### src/rtl/core/dpq_pkg.sv
`timescale 1ns / 1ps

package dpq_pkg;

	localparam int CAPACITY = 64;
	localparam int PRI_BITS = 24;
	localparam int CLI_BITS = 20;

	localparam logic [1:0] OP_INSERT  = 2'd0;
	localparam logic [1:0] OP_POP_MAX = 2'd1;
	localparam logic [1:0] OP_POP_MIN = 2'd2;

	localparam logic [1:0] ST_SERVED  = 2'd0;
	localparam logic [1:0] ST_EMPTY   = 2'd1;
	localparam logic [1:0] ST_DROPPED = 2'd2;

	// Priority sits in the upper bits, so a plain compare of the packed
	// value orders by priority first and by client id second.
	typedef struct packed {
		logic [PRI_BITS-1:0] pri;
		logic [CLI_BITS-1:0] cli;
	} key_t;

	// Command broadcast to every cell of the chain.
	typedef struct packed {
		logic ins;
		logic pop_min;
		logic pop_max;
		key_t key;
	} cell_ctrl_t;

endpackage

### src/rtl/core/dpq_cell.sv
`timescale 1ns / 1ps

module dpq_cell (
	input  logic               clk,
	input  logic               arst_n,
	input  dpq_pkg::cell_ctrl_t ctrl,
	input  dpq_pkg::key_t      left_key,
	input  logic               left_lt,
	input  logic               left_valid,
	input  dpq_pkg::key_t      right_key,
	input  logic               right_valid,
	output dpq_pkg::key_t      key,
	output logic               valid,
	output logic               lt,
	output logic               eq
);

	dpq_pkg::key_t key_q;
	logic          valid_q;

	assign key   = key_q;
	assign valid = valid_q;
	// The row is sorted, so the cells below the new key form a prefix.
	assign lt    = valid_q && (key_q < ctrl.key);
	assign eq    = valid_q && (key_q == ctrl.key);

	always_ff @(posedge clk or negedge arst_n) begin
		if (!arst_n) begin
			valid_q <= 1'b0;
		end else if (ctrl.ins) begin
			valid_q <= valid_q | left_valid;
		end else if (ctrl.pop_min) begin
			valid_q <= right_valid;
		end else if (ctrl.pop_max) begin
			valid_q <= valid_q & right_valid;
		end
	end

	always_ff @(posedge clk) begin
		if (ctrl.ins) begin
			if (!lt) begin
				key_q <= left_lt ? ctrl.key : left_key;
			end
		end else if (ctrl.pop_min) begin
			key_q <= right_key;
		end
	end

endmodule

### config.mk
export PLATFORM = sky130hd
export DESIGN_NAME = dpq_cell
export DESIGN_NICKNAME = d
export VERILOG_FILES = /design/src/rtl/core/dpq_pkg.sv /design/src/rtl/core/dpq_cell.sv
export SDC_FILE = /design/constraint.sdc
export NUM_CORES = 1
export LEC_CHECK = 0
export BUFFER_PORTS_ARGS = -buffer_cell sky130_fd_sc_hd__buf_2
export CAP_MARGIN = 20
export CORE_MARGIN = 3
export CORE_UTILIZATION = 45
export CTS_CLUSTER_DIAMETER = 100
export DETAILED_ROUTE_END_ITERATION = 8
export GPL_ROUTABILITY_DRIVEN = 1
export PLACE_DENSITY_LB_ADDON = 0.2
export SLEW_MARGIN = 10
export SYNTH_ARGS = -nofsm -noshare
export SYNTH_HDL_FRONTEND = slang
export SYNTH_SLANG_ARGS = --single-unit
### constraint.sdc
create_clock -name clk -period 5.8 [get_ports clk]
set_input_delay 0 -clock clk [delete_from_list [all_inputs] [get_ports clk]]
set_output_delay 0 -clock clk [all_outputs]
set_load 0.1 [all_outputs]
* Word-level counts from Yosys, hierarchy flattened
Cells that the tools add are included.
** Storage, ports and cells
- Register bits after elaboration :: 45
- Bits in latches :: 0
- Memory bits (writable) :: 0
- Memory bits (read-only) :: 0
- Bits of input ports :: 140
- Output and inout bits :: 47
- Word-level logic and storage cells :: 20
- Memories :: 0
** Operators by class
- $add $sub $neg :: 0
- Multiply operators :: 0
- Div/mod/pow operators :: 0
- Magnitude comparators :: 1
- Eq/ne operators :: 2
- Shift-type cells :: 0
- Muxes and demuxes :: 7
- Bitwise operators :: 2
- Reduce and logical (&&, ||, !) cells :: 5
** Operator list (number)
- 44-bit two-way mux :: 4
- 44-bit equality test :: 1
- 44-bit less-than comparator :: 1
- 1-bit two-way mux :: 3
- 3-bit nonzero test :: 1
- 1-bit logical AND :: 2
- 2-bit != test, second input constant :: 1
- 2-bit AND reduction :: 1
- 2-bit nonzero test :: 1
- 1-bit AND :: 1
- 1-bit bitwise OR :: 1

* Longest topological paths before layout
Gate-level depths: netlist (run 1).
- Depth after elaboration :: 4
- Depth in mapped cells :: 7
- Depth with buffers taken out :: 7

* Worst setup path after synthesis (run 1)
Ideal clock, no wire load.
- Path kind :: register -> register
- Start point :: register key_q (netlist bit key[11])
- End point :: register key_q (netlist bit key[0]), enable pin
- Setup time :: 0.471 ns
- Arrival :: 4.420 ns
- Data required time :: 5.329 ns
- Path slack :: 0.909 ns
- Stages on the path, launching flop included :: 7
- Buffers on the path :: 0
- Period minus slack after synthesis :: 4.891 ns
- Path through :: edfxtp_1 -> ha_1 -> nand4_1 -> or3_1 -> a21o_1 -> a31o_1 -> a41oi_1
** On the way
- Cells in the longest elaborated chain, start to end :: 4
** RTL lines
- start: declaration :: line dpq_cell.sv:18 : dpq_pkg::key_t key_q;
- start signal: assignment :: line dpq_cell.sv:42 : key_q <= left_lt ? ctrl.key : left_key;
- start signal: assignment :: line dpq_cell.sv:45 : key_q <= right_key;
- 44-bit less-than comparator :: line dpq_cell.sv:24 : assign lt = valid_q && (key_q < ctrl.key);
- 1-bit logical AND :: line dpq_cell.sv:24
- 2-bit != test (no line)
- 2-bit AND reduction (no line)
Every way passes these cells.
A chain may end at the register's enable or synchronous reset.

* Worst setup path in the final report (run 1)
- Start point :: register key_q (netlist bit key[27])
- End point :: register key_q (netlist bit key[31]), enable pin
Same word-level chain as after synthesis.

==> results of run 1 <==
==> worst min path at each step <==
stage / start / endpoint / cells after the start
finish: right_key[24] / key[24]$_DFFE_PP_ / 3
global placement: arst_n / valid$_DFFE_PN0P_ / 1
global route: right_key[5] / key[5]$_DFFE_PP_ / 3
CTS: right_key[18] / key[18]$_DFFE_PP_ / 3
floorplan: arst_n / valid$_DFFE_PN0P_ / 0
detailed placement: arst_n / valid$_DFFE_PN0P_ / 1
==> sequential cells by signal (all words and copies together), names as in the netlist <==
signal / cells
key: 44
valid: 1
==> critical path: stages, from the launching register on <==
cell                       delay (ns)
sky130_fd_sc_hd__edfxtp_1        0.40
sky130_fd_sc_hd__ha_1            0.33
sky130_fd_sc_hd__nand4_1         0.18
sky130_fd_sc_hd__nor4_1          0.48
sky130_fd_sc_hd__nand3_1         0.17
sky130_fd_sc_hd__a31o_1          0.26
sky130_fd_sc_hd__a41oi_4         0.77
sky130_fd_sc_hd__buf_4           0.44
==> synth_stat cells (all sizes together) <==
master / count / area, um^2
nor2b: 1 / 6.26
clkbuf: 7 / 26.3
o32a: 1 / 10.0
a21o: 5 / 37.5
mux2i: 44 / 440
nand2: 11 / 41.3
o21a: 1 / 7.51
a2111oi: 1 / 8.76
inv: 47 / 176
nand4: 7 / 43.8
or3: 1 / 6.26
nand3: 5 / 25.0
edfxtp: 44 / 1320
o21bai: 1 / 7.51
dfrtp: 1 / 25.0
a41oi: 1 / 8.76
and3: 1 / 7.51
a211oi: 2 / 15.0
o2bb2ai: 1 / 8.76
a21oi: 61 / 305
o21ai: 5 / 25.0
nor4: 4 / 25.0
nor2: 49 / 184
nor3: 1 / 5.00
buf: 8 / 35.0
o2111ai: 1 / 8.76
o22ai: 1 / 6.26
a31o: 1 / 8.76
ha: 44 / 551
==> timing repair <==
item                       in CTS  in global routing
hold buffers                    3                  0
setup endpoints to repair       0                  0
hold endpoints to repair        2                  0
gates resized for setup         0                  0
==> layer usage <==
metal	share of wire [%]	vias to the layer above
li1	-	1654
met1	40	1396
met2	50	127
met3	8.2	15
met4	1.6	0
met5	0	-
==> cell families after synthesis <==
family                   count (synthesis)  synth area share, %
AND/OR/NAND/NOR                         80                 10.2
adder cells (fa/ha/maj)                 44                 16.3
buffers and inverters                   62                 7.04
flip-flops                              45                 39.9
multiplexers                            44                 13.0
AO/OA/AOI/OAI                           82                 13.6
==> power by group through the flow <==
stage	logic (mW)	clock network, mW	registers [mW]
after global routing	0.591	0.210	0.433
after global placement	0.546	0	0.432
after detailed placement	0.553	0	0.435
final	0.552	0.194	0.428
after floorplan	0.155	0	0.703
after CTS	0.556	0.200	0.428
==> cell type report <==
| class | instances | area [um^2] |
|---|---|---|
| inverter | 47 | 176 |
| multi-input combinational | 250 | 1810 |
| sequential | 45 | 1350 |
| timing repair buffer | 192 | 983 |
| clock inverter | 2 | 15.0 |
| tap | 96 | 120 |
| clock buffer | 6 | 72.6 |
| fill | 631 | 2490 |
==> impl_metrics.csv, run 1 <==
group,metric,value,unit
clock_network,cts.sinks,45,
cells_and_area,final_instance_area,0.00453,mm^2
timing,pins_over_slew_limit,0,
pwr,p_comb_share,47.0,%
clock_network,clockRootBuffer,"sky130_fd_sc_hd__clkbuf_8",
routing,drc,0,
routing,number_of_nets_still_failing_antenna_checks_after_routing,0,
yosys,synth_warnings,0,
cells_and_area,syn_to_final_growth,34.0,%
cells_and_area,antenna-diode-count,0,
yosys,synth.yosys.seq_area_share,39.9,%
die,floorplan_core_area,0.00702,mm^2
worst_setup_path,start_kind,"register",
placed_design,detailed_place_hpwl,7360,um
pwr,totalPowerFinal,1.17,mW
worst_setup_path,startpoint,"key[27]$_DFFE_PP_",
global_routing,grt_start_max_net_pins,92,
worst_setup_path,setup.worst_path.end,"key[31]$_DFFE_PP_",
die,die_w,92.6,um
placed_design,dpl_cell_area,0.00441,mm^2
yosys,synth.lib_cells_used.distinct,30,
die,floorplan.initialDensity,48.1,%
worst_setup_path,required,5.79,ns
die,rows,30,
global_routing,met1_usage,23.8,%
yosys,syn_area_per_cell,9.46,um^2
routing,number_of_vias_after_detailed_routing,3192,
global_routing,antenna_found_initial,0,
placed_design,globalplace.congestion,0.753,
timing,clock_skew,0.0120,ns
pwr,power.internal,0.627,mW
pwr,power-per-cell-area,259,mW/mm^2
worst_setup_path,reg2reg_slack,2.45,ns
global_routing,grt_usage,20.4,%
routing,wl,8970,um
yosys,synth_area,0.00338,mm^2
cells_and_area,layout.cells.non_filler,638,
cells_and_area,final_core_density,64.5,%
timing,timing.final.crit_share,57.8,%
die,die_h,92.6,um
pwr,p_leak,2.35,nW
clock_network,cts.htree.levels,2,
clock_network,numCtsBuffers,5,
pwr,switching_power,0.547,mW
global_routing,grt.busiest_layer,"met2",
yosys,syn_inst,357,
timing,period_minus_slack,3.35,ns
die,die_ar,0.00858,mm^2
routing,dr.first_iter.drc_count,94,
yosys,synth-seq-cells,45,
clock_network,cts_tree,"done",
timing,worst_slew_pin_slew,0.887,ns
clock_network,cts.path.max_buffers,2,
cells_and_area,final_layout_size_suffix_gt1_share,36.5,%
worst_setup_path,terminus_of_the_critical_flop_to_flop_path,"key[31]$_DFFE_PP_",
routing,first_pass_iters,6,
worst_setup_path,timing.critical_path.arrival,3.34,ns
pwr,ir_worst_vdd,0.121,mV
yosys,mappedNetlistNets,541,
global_routing,met3_usage,5.36,%
global_routing,overflow,0,
worst_setup_path,reg2reg_depth,7,
clock_network,path_clk_slew,0.09,ns
global_routing,grt_pass1_vias,3217,
timing,setup_violations,0,
pwr,power.sequential.fraction,36.4,%
timing,grt_setup_unrepaired,"false",
pwr,power_switching_share,46.6,%
hold_path,min-delay-path-class,"input pin to register",
timing,fin_tns_setup,0,ns
cells_and_area,layout_common_cells,"186 x sky130_fd_sc_hd__buf_2, 61 x sky130_fd_sc_hd__a21oi_1, 49 x sky130_fd_sc_hd__nor2_1",
clock_network,cts_setup_buffers,0,
cells_and_area,num-nets-final,725,
cells_and_area,final_common_cell,"sky130_fd_sc_hd__buf_2",
clock_network,clock_insertion_delay_worst_skew,0.30,ns
die,ios,187,
timing,timing.final.hold_violations,0,
global_routing,grtUsageMet2,36.5,%
timing,max-slew-margin-rel,40.7,%
routing,avgViaCountPerCell,5.00,
worst_setup_path,worst_setup_path_end_kind,"register",
worst_setup_path,path_type_of_the_worst_setup_path,"register to register",
job,cap_violations,0,
worst_setup_path,worstReg2RegStart,"key[27]$_DFFE_PP_",
worst_setup_path,maximum_fanout_along_the_worst_path,23,
run_status,status,"completed",
timing,fin_ws,2.45,ns
global_routing,wire_length_of_the_first_global_routing_pass,14200,um
placed_design,preCtsSetupSlack,2.39,ns
timing,finalHoldWorstSlack,0.0119,ns
placed_design,placed_cells,627,
pwr,power.share.clock,16.6,%
routing,drt-wirelength-per-cell,14.1,um
placed_design,portBuffers,186,
timing,maxClockFrequency,0.298,GHz
Power figures use the tool's default switching activity.
==> run 2: changes to the inputs <==
CORE_UTILIZATION = 41   (was 45)
clock period = 2.9 ns   (was 5.8 ns; I/O delays follow)
==> impl_metrics.csv, run 2 (same netlist as run 1, synthesis figures left out) <==
group,metric,value,unit
pwr,p_leak,2.39,nW
cells_and_area,layout.cells.non_filler,646,
timing,clock_skew,0.00321,ns
worst_setup_path,startpoint,"key[37]$_DFFE_PP_",
routing,dr.first_iter.drc_count,74,
placed_design,preCtsSetupSlack,0.136,ns
routing,first_pass_iters,4,
pwr,ir_worst_vdd,0.205,mV
routing,wl,9280,um
die,rows,32,
global_routing,grt_pass1_vias,3293,
cells_and_area,final_common_cell,"sky130_fd_sc_hd__buf_2",
timing,setup_violations,0,
placed_design,portBuffers,186,
die,floorplan.initialDensity,43.0,%
die,die_h,96.8,um
die,ios,187,
cells_and_area,final_layout_size_suffix_gt1_share,37.7,%
worst_setup_path,worst_setup_path_end_kind,"output port",
worst_setup_path,reg2reg_slack,0.24,ns
timing,pins_over_slew_limit,0,
worst_setup_path,required,2.90,ns
worst_setup_path,start_kind,"register",
timing,timing.final.crit_share,93.4,%
die,floorplan_core_area,0.00785,mm^2
timing,maxClockFrequency,0.369,GHz
clock_network,cts.sinks,45,
cells_and_area,final_core_density,59.0,%
global_routing,grt_usage,19.7,%
timing,period_minus_slack,2.71,ns
clock_network,cts.htree.levels,2,
clock_network,numCtsBuffers,5,
worst_setup_path,setup.worst_path.end,"lt",
worst_setup_path,path_type_of_the_worst_setup_path,"register to output port",
timing,max-slew-margin-rel,51.2,%
global_routing,antenna_found_initial,0,
routing,avgViaCountPerCell,4.99,
placed_design,placed_cells,635,
placed_design,dpl_cell_area,0.00451,mm^2
clock_network,path_clk_slew,0.09,ns
pwr,power-per-cell-area,509,mW/mm^2
clock_network,clock_insertion_delay_worst_skew,0.29,ns
clock_network,clockRootBuffer,"sky130_fd_sc_hd__clkbuf_8",
global_routing,grt_start_max_net_pins,47,
placed_design,detailed_place_hpwl,7740,um
worst_setup_path,reg2reg_depth,7,
cells_and_area,syn_to_final_growth,37.0,%
cells_and_area,final_instance_area,0.00463,mm^2
worst_setup_path,slowest_stage_delay_cp,0.66,ns
timing,grt_setup_unrepaired,"false",
worst_setup_path,timing.critical_path.arrival,2.71,ns
clock_network,cts_tree,"done",
hold_path,min-delay-path-class,"input pin to register",
clock_network,cts.path.max_buffers,2,
die,die_ar,0.00936,mm^2
worst_setup_path,maximum_fanout_along_the_worst_path,2,
worst_setup_path,critical_path.slowest_cell,"sky130_fd_sc_hd__nor4_1",
job,cap_violations,0,
cells_and_area,num-nets-final,727,
global_routing,wire_length_of_the_first_global_routing_pass,15200,um
timing,fin_ws,0.191,ns
routing,drt-wirelength-per-cell,14.4,um
worst_setup_path,worstReg2RegStart,"key[39]$_DFFE_PP_",
global_routing,overflow,0,
cells_and_area,largest_reg_flops,44,
routing,number_of_nets_still_failing_antenna_checks_after_routing,0,
worst_setup_path,path_cells,"ha_1 -> a21o_1 -> nand3_1 -> a21oi_1 -> nor4_1 -> and3_2 -> buf_2",
routing,number_of_vias_after_detailed_routing,3221,
placed_design,globalplace.congestion,0.859,
run_status,status,"completed",
timing,timing.final.hold_violations,0,
timing,worst_slew_pin_slew,0.725,ns
cells_and_area,antenna-diode-count,0,
worst_setup_path,terminus_of_the_critical_flop_to_flop_path,"key[26]$_DFFE_PP_",
cells_and_area,layout_common_cells,"185 x sky130_fd_sc_hd__buf_2, 61 x sky130_fd_sc_hd__a21oi_1, 49 x sky130_fd_sc_hd__nor2_1",
die,die_w,96.8,um
routing,drc,0,
## run 2: cell count changes in the layout (fill, tap and decap cells not counted), sizes merged
| cell | previous run | this run |
|---|---|---|
| clkinvlp | 2 | 0 |
| clkinv | 0 | 3 |
| buf | 189 | 191 |
| clkbuf | 6 | 5 |
## run 2: critical path, delay by kind of cell (launching register included)
kind	cells	cell delay, ns
AO/OA/AOI/OAI	2	0.23
adder cells (fa/ha/maj)	1	0.31
AND/OR/NAND/NOR	3	1.04
flip-flops	1	0.40
buffers and inverters	1	0.43
## run 2: how the worst min path moves through the flow
stage	cells past startpoint	from	slack, ns	to
after floorplan	0	arst_n	-0.30	valid$_DFFE_PN0P_
after global placement	1	arst_n	-0.22	valid$_DFFE_PN0P_
after detailed placement	1	arst_n	-0.22	valid$_DFFE_PN0P_
after CTS	3	right_key[19]	0.008	key[19]$_DFFE_PP_
after global routing	3	right_key[19]	0.01	key[19]$_DFFE_PP_
final	3	right_key[4]	0.02	key[4]$_DFFE_PP_
## run 2: metrics by stage
| stage | TNS (ns) | power (mW) | hold WS (ns) |
|---|---|---|---|
| final | 0 | 2.36 | 0.0196 |
| after global placement | 0 | 1.98 | -0.223 |
| after global routing | 0 | 2.49 | 0.0110 |
| after floorplan | -19.42 | 1.72 | -0.296 |
| after detailed placement | 0 | 2.00 | -0.220 |
| after CTS | 0 | 2.39 | 0.00818 |
## run 2: area by class of cell
class                   count  area (um^2)
clock buffers               5         68.8
fillers                   748         3220
flip-flops and latches     45         1350
repair buffers            194         1030
multi-input cells         250         1870
clock inverters             3         12.5
inverters                  47          176
well taps                 102          128
## run 2: power by group
group / leakage, nW / total, mW / internal (mW) / switching, mW
sequential: 0.441 / 0.856 / 0.815 / 0.0412
combinational: 1.90 / 1.12 / 0.278 / 0.845
clock: 0.0430 / 0.378 / 0.163 / 0.216
total: 2.39 / 2.36 / 1.26 / 1.10
## run 2: repair_timing
item,CTS,global route
gates resized for setup,0,1
endpoints found under the hold margin,2,0
buffers inserted,0,0
setup endpoints to repair,0,25
hold buffers,3,0
## run 2: layer usage
metal / GRT usage, % / wire, um / vias up
met5: 0 / 0 / -
met4: 3.24 / 67 / 0
met3: 5.05 / 672 / 5
met2: 36.1 / 4770 / 114
met1: 23.4 / 3770 / 1453
li1: - / - / 1649
==> run 3: changes to the inputs <==
ABC_AREA = 1   (was not set)
==> impl_metrics.csv, run 3 <==
group,metric,value,unit
run_status,status,"completed",
yosys,synth_largest_type_area_fraction,37.7,%
global_routing,grt_start_max_net_pins,49,
cells_and_area,layout.cells.non_filler,778,
die,floorplan_core_area,0.00826,mm^2
clock_network,cts_tree,"done",
yosys,synth_edf_count,44,
timing,clock_skew,0.00846,ns
placed_design,detailed_place_hpwl,7540,um
global_routing,wire_length_of_the_first_global_routing_pass,16800,um
timing,setup_violations,0,
worst_setup_path,maximum_fanout_along_the_worst_path,25,
cells_and_area,sequential_cell_area,0.00135,mm^2
clock_network,cts.htree.levels,2,
hold_path,hold-path-cell-count,3,
cells_and_area,final_instance_area,0.00494,mm^2
hold_path,min-delay-path-class,"input pin to register",
pwr,power.share.clock,16.4,%
yosys,synth.lib_cells_used.distinct,28,
timing,grt_setup_unrepaired,"false",
die,die_ar,0.00969,mm^2
clock_network,numCtsBuffers,5,
cells_and_area,syn_to_final_growth,41.1,%
timing,fin_ws,0.609,ns
timing,pins_over_slew_limit,0,
worst_setup_path,path_type_of_the_worst_setup_path,"register to register",
yosys,syn_area_per_cell,7.61,um^2
timing,max-slew-margin-rel,43.2,%
yosys,synth_area,0.00350,mm^2
timing,period_minus_slack,2.29,ns
routing,drt-wirelength-per-cell,13.3,um
clock_network,cts.sinks,45,
worst_setup_path,reg2reg_depth,12,
die,die_h,98.4,um
cells_and_area,final_core_density,59.8,%
yosys,synth-seq-cells,45,
routing,number_of_nets_still_failing_antenna_checks_after_routing,0,
yosys,yosysMostFrequentCell,"sky130_fd_sc_hd__nand2_1",
yosys,ys.flop_type,"sky130_fd_sc_hd__edfxtp_1",
yosys,synth.yosys.seq_area_share,38.4,%
die,die_w,98.4,um
pwr,power-per-cell-area,490,mW/mm^2
pwr,power.internal,1.28,mW
timing,timing.final.crit_share,79.0,%
placed_design,portBuffers,186,
yosys,most_used_standard_cells_in_the_synthesized_netlist,"100 x sky130_fd_sc_hd__nand2_1, 72 x sky130_fd_sc_hd__o21ai_1, 60 x sky130_fd_sc_hd__nor2_1",
timing,maxClockFrequency,0.436,GHz
cells_and_area,largest_reg_flops,44,
routing,first_pass_iters,4,
yosys,synth_warnings,0,
global_routing,grt_usage,20.9,%
global_routing,overflow,0,
cells_and_area,combined_area_of_the_multi_input_logic_cells,0.00185,mm^2
pwr,totalPowerFinal,2.42,mW
clock_network,cts_resized,0,
routing,avgViaCountPerCell,4.86,
yosys,ys_async_sr_fraction,2.22,%
yosys,mappedNetlistNets,644,
cells_and_area,num-nets-final,856,
pwr,ir_worst_vdd,0.243,mV
placed_design,dpl_cell_area,0.00451,mm^2
hold_path,hold-path-endpoint,"key[33]$_DFFE_PP_",
pwr,power_switching_share,47.3,%
yosys,netlist.top_cell.by_area,"sky130_fd_sc_hd__edfxtp_1",
pwr,p_comb_share,48.2,%
routing,drc,0,
routing,wl,10300,um
routing,dr.first_iter.drc_count,166,
placed_design,placed_cells,736,
die,ios,187,
worst_setup_path,timing.critical_path.arrival,2.26,ns
global_routing,antenna_found_initial,0,
job,cap_violations,0,
cells_and_area,fillers,792,
worst_setup_path,required,2.87,ns
worst_setup_path,reg2reg_slack,0.61,ns
hold_path,worst_hold_startpoint,"right_key[33]",
placed_design,preCtsSetupSlack,0.597,ns
yosys,syn_inst,460,
clock_network,clockRootBuffer,"sky130_fd_sc_hd__clkbuf_8",
worst_setup_path,start_kind,"register",
clock_network,cts.path.max_buffers,2,
timing,worst_slew_pin_slew,0.852,ns
cells_and_area,antenna-diode-count,0,
timing,timing.final.hold_violations,0,
cells_and_area,final_layout_size_suffix_gt1_share,31.5,%
routing,number_of_vias_after_detailed_routing,3778,
pwr,p_leak,2.58,nW
worst_setup_path,terminus_of_the_critical_flop_to_flop_path,"key[26]$_DFFE_PP_",
cells_and_area,layout_common_cells,"186 x sky130_fd_sc_hd__buf_2, 99 x sky130_fd_sc_hd__nand2_1, 72 x sky130_fd_sc_hd__o21ai_1",
clock_network,path_clk_slew,0.09,ns
pwr,power.sequential.fraction,35.4,%
cells_and_area,final_common_cell,"sky130_fd_sc_hd__buf_2",
placed_design,globalplace.congestion,0.803,
die,floorplan.initialDensity,42.4,%
global_routing,grt_pass1_vias,3765,
clock_network,clock_insertion_delay_worst_skew,0.30,ns
timing,fin_tns_setup,0,ns
worst_setup_path,worst_setup_path_end_kind,"register",
timing,finalHoldWorstSlack,0.00495,ns
worst_setup_path,worstReg2RegStart,"key[39]$_DFFE_PP_",
pwr,switching_power,1.14,mW
die,rows,33,
yosys,yosys-top-cells-area,"sky130_fd_sc_hd__edfxtp_1 38%, sky130_fd_sc_hd__ha_1 16%, sky130_fd_sc_hd__nand2_1 11%, sky130_fd_sc_hd__o21ai_1 10%, sky130_fd_sc_hd__nor2_1 6.4%",
==> run 3: cell count changes in the layout (fill, tap and decap cells not counted), sizes merged, moves of 6 or more <==
cell         delta
a21oi          -46
dlygate4sd3    +31
inv            +15
mux2i          -44
nand2          +93
nand4           -6
nor2           +16
o21ai          +88
==> run 3: critical path: stages (launching register included) <==
cell	delay [ns]
sky130_fd_sc_hd__edfxtp_1	0.41
sky130_fd_sc_hd__ha_1	0.33
sky130_fd_sc_hd__nand2_1	0.08
sky130_fd_sc_hd__nor2_2	0.14
sky130_fd_sc_hd__nand2_2	0.08
sky130_fd_sc_hd__nor2_2	0.14
sky130_fd_sc_hd__nand2_1	0.07
sky130_fd_sc_hd__nor2_2	0.09
sky130_fd_sc_hd__nand2_1	0.07
sky130_fd_sc_hd__nand3_2	0.07
sky130_fd_sc_hd__nand2_1	0.06
sky130_fd_sc_hd__nand2_2	0.10
sky130_fd_sc_hd__buf_4	0.31
==> run 3: final cells by class <==
type,count,area share [%]
repair buffers,223,26.2
well taps,105,2.66
multi-input cells,334,37.4
flip-flops and latches,45,27.3
inverters,63,4.79
clock buffers,5,1.39
clock inverters,3,0.355
==> run 3: cell families (layout without fill, tap and decap cells) <==
family          Yosys count  after routing  share of synthesized area (%)
buf+inv                  81            294                           8.93
simple gates            179            179                           20.9
compound gates          111            111                           16.0
flops                    45             45                           38.4
fa+ha+maj                44             44                           15.7
==> run 3: repair_timing <==
action,CTS,global route
hold endpoints to repair,32,0
hold buffers,34,0
setup buffers,0,0
endpoints found under the setup margin,0,0
==> run 3: worst max path at each step <==
stage                            from                end  slack [ns]  cells past startpoint
floorplan           key[43]$_DFFE_PP_   key[0]$_DFFE_PP_        0.03                     11
global placement    key[27]$_DFFE_PP_  key[26]$_DFFE_PP_        0.63                     12
detailed placement  key[27]$_DFFE_PP_  key[26]$_DFFE_PP_        0.60                     12
CTS                 key[39]$_DFFE_PP_  key[23]$_DFFE_PP_        0.57                     12
global route        key[39]$_DFFE_PP_  key[26]$_DFFE_PP_        0.38                     12
finish              key[39]$_DFFE_PP_  key[26]$_DFFE_PP_        0.61                     12
==> run 3: layer usage <==
layer | share of wire [%] | up-vias | global-route usage [%]
met5 | 0 | - | 0
met4 | 1.5 | 0 | 5.46
met3 | 5.5 | 12 | 3.40
met2 | 52 | 137 | 39.7
met1 | 41 | 1695 | 24.3
li1 | - | 1934 | -
==> run 3: power groups by stage <==
| stage | Combinational (mW) | Sequential [mW] | Clock [mW] |
|---|---|---|---|
| 2_1_floorplan | 0.332 | 1.41 | 0 |
| 6_report | 1.17 | 0.856 | 0.397 |
| 4_1_cts | 1.17 | 0.857 | 0.411 |
| 3_3_place_gp | 1.12 | 0.866 | 0 |
| 3_5_place_dp | 1.13 | 0.872 | 0 |
| 5_1_grt | 1.26 | 0.868 | 0.434 |
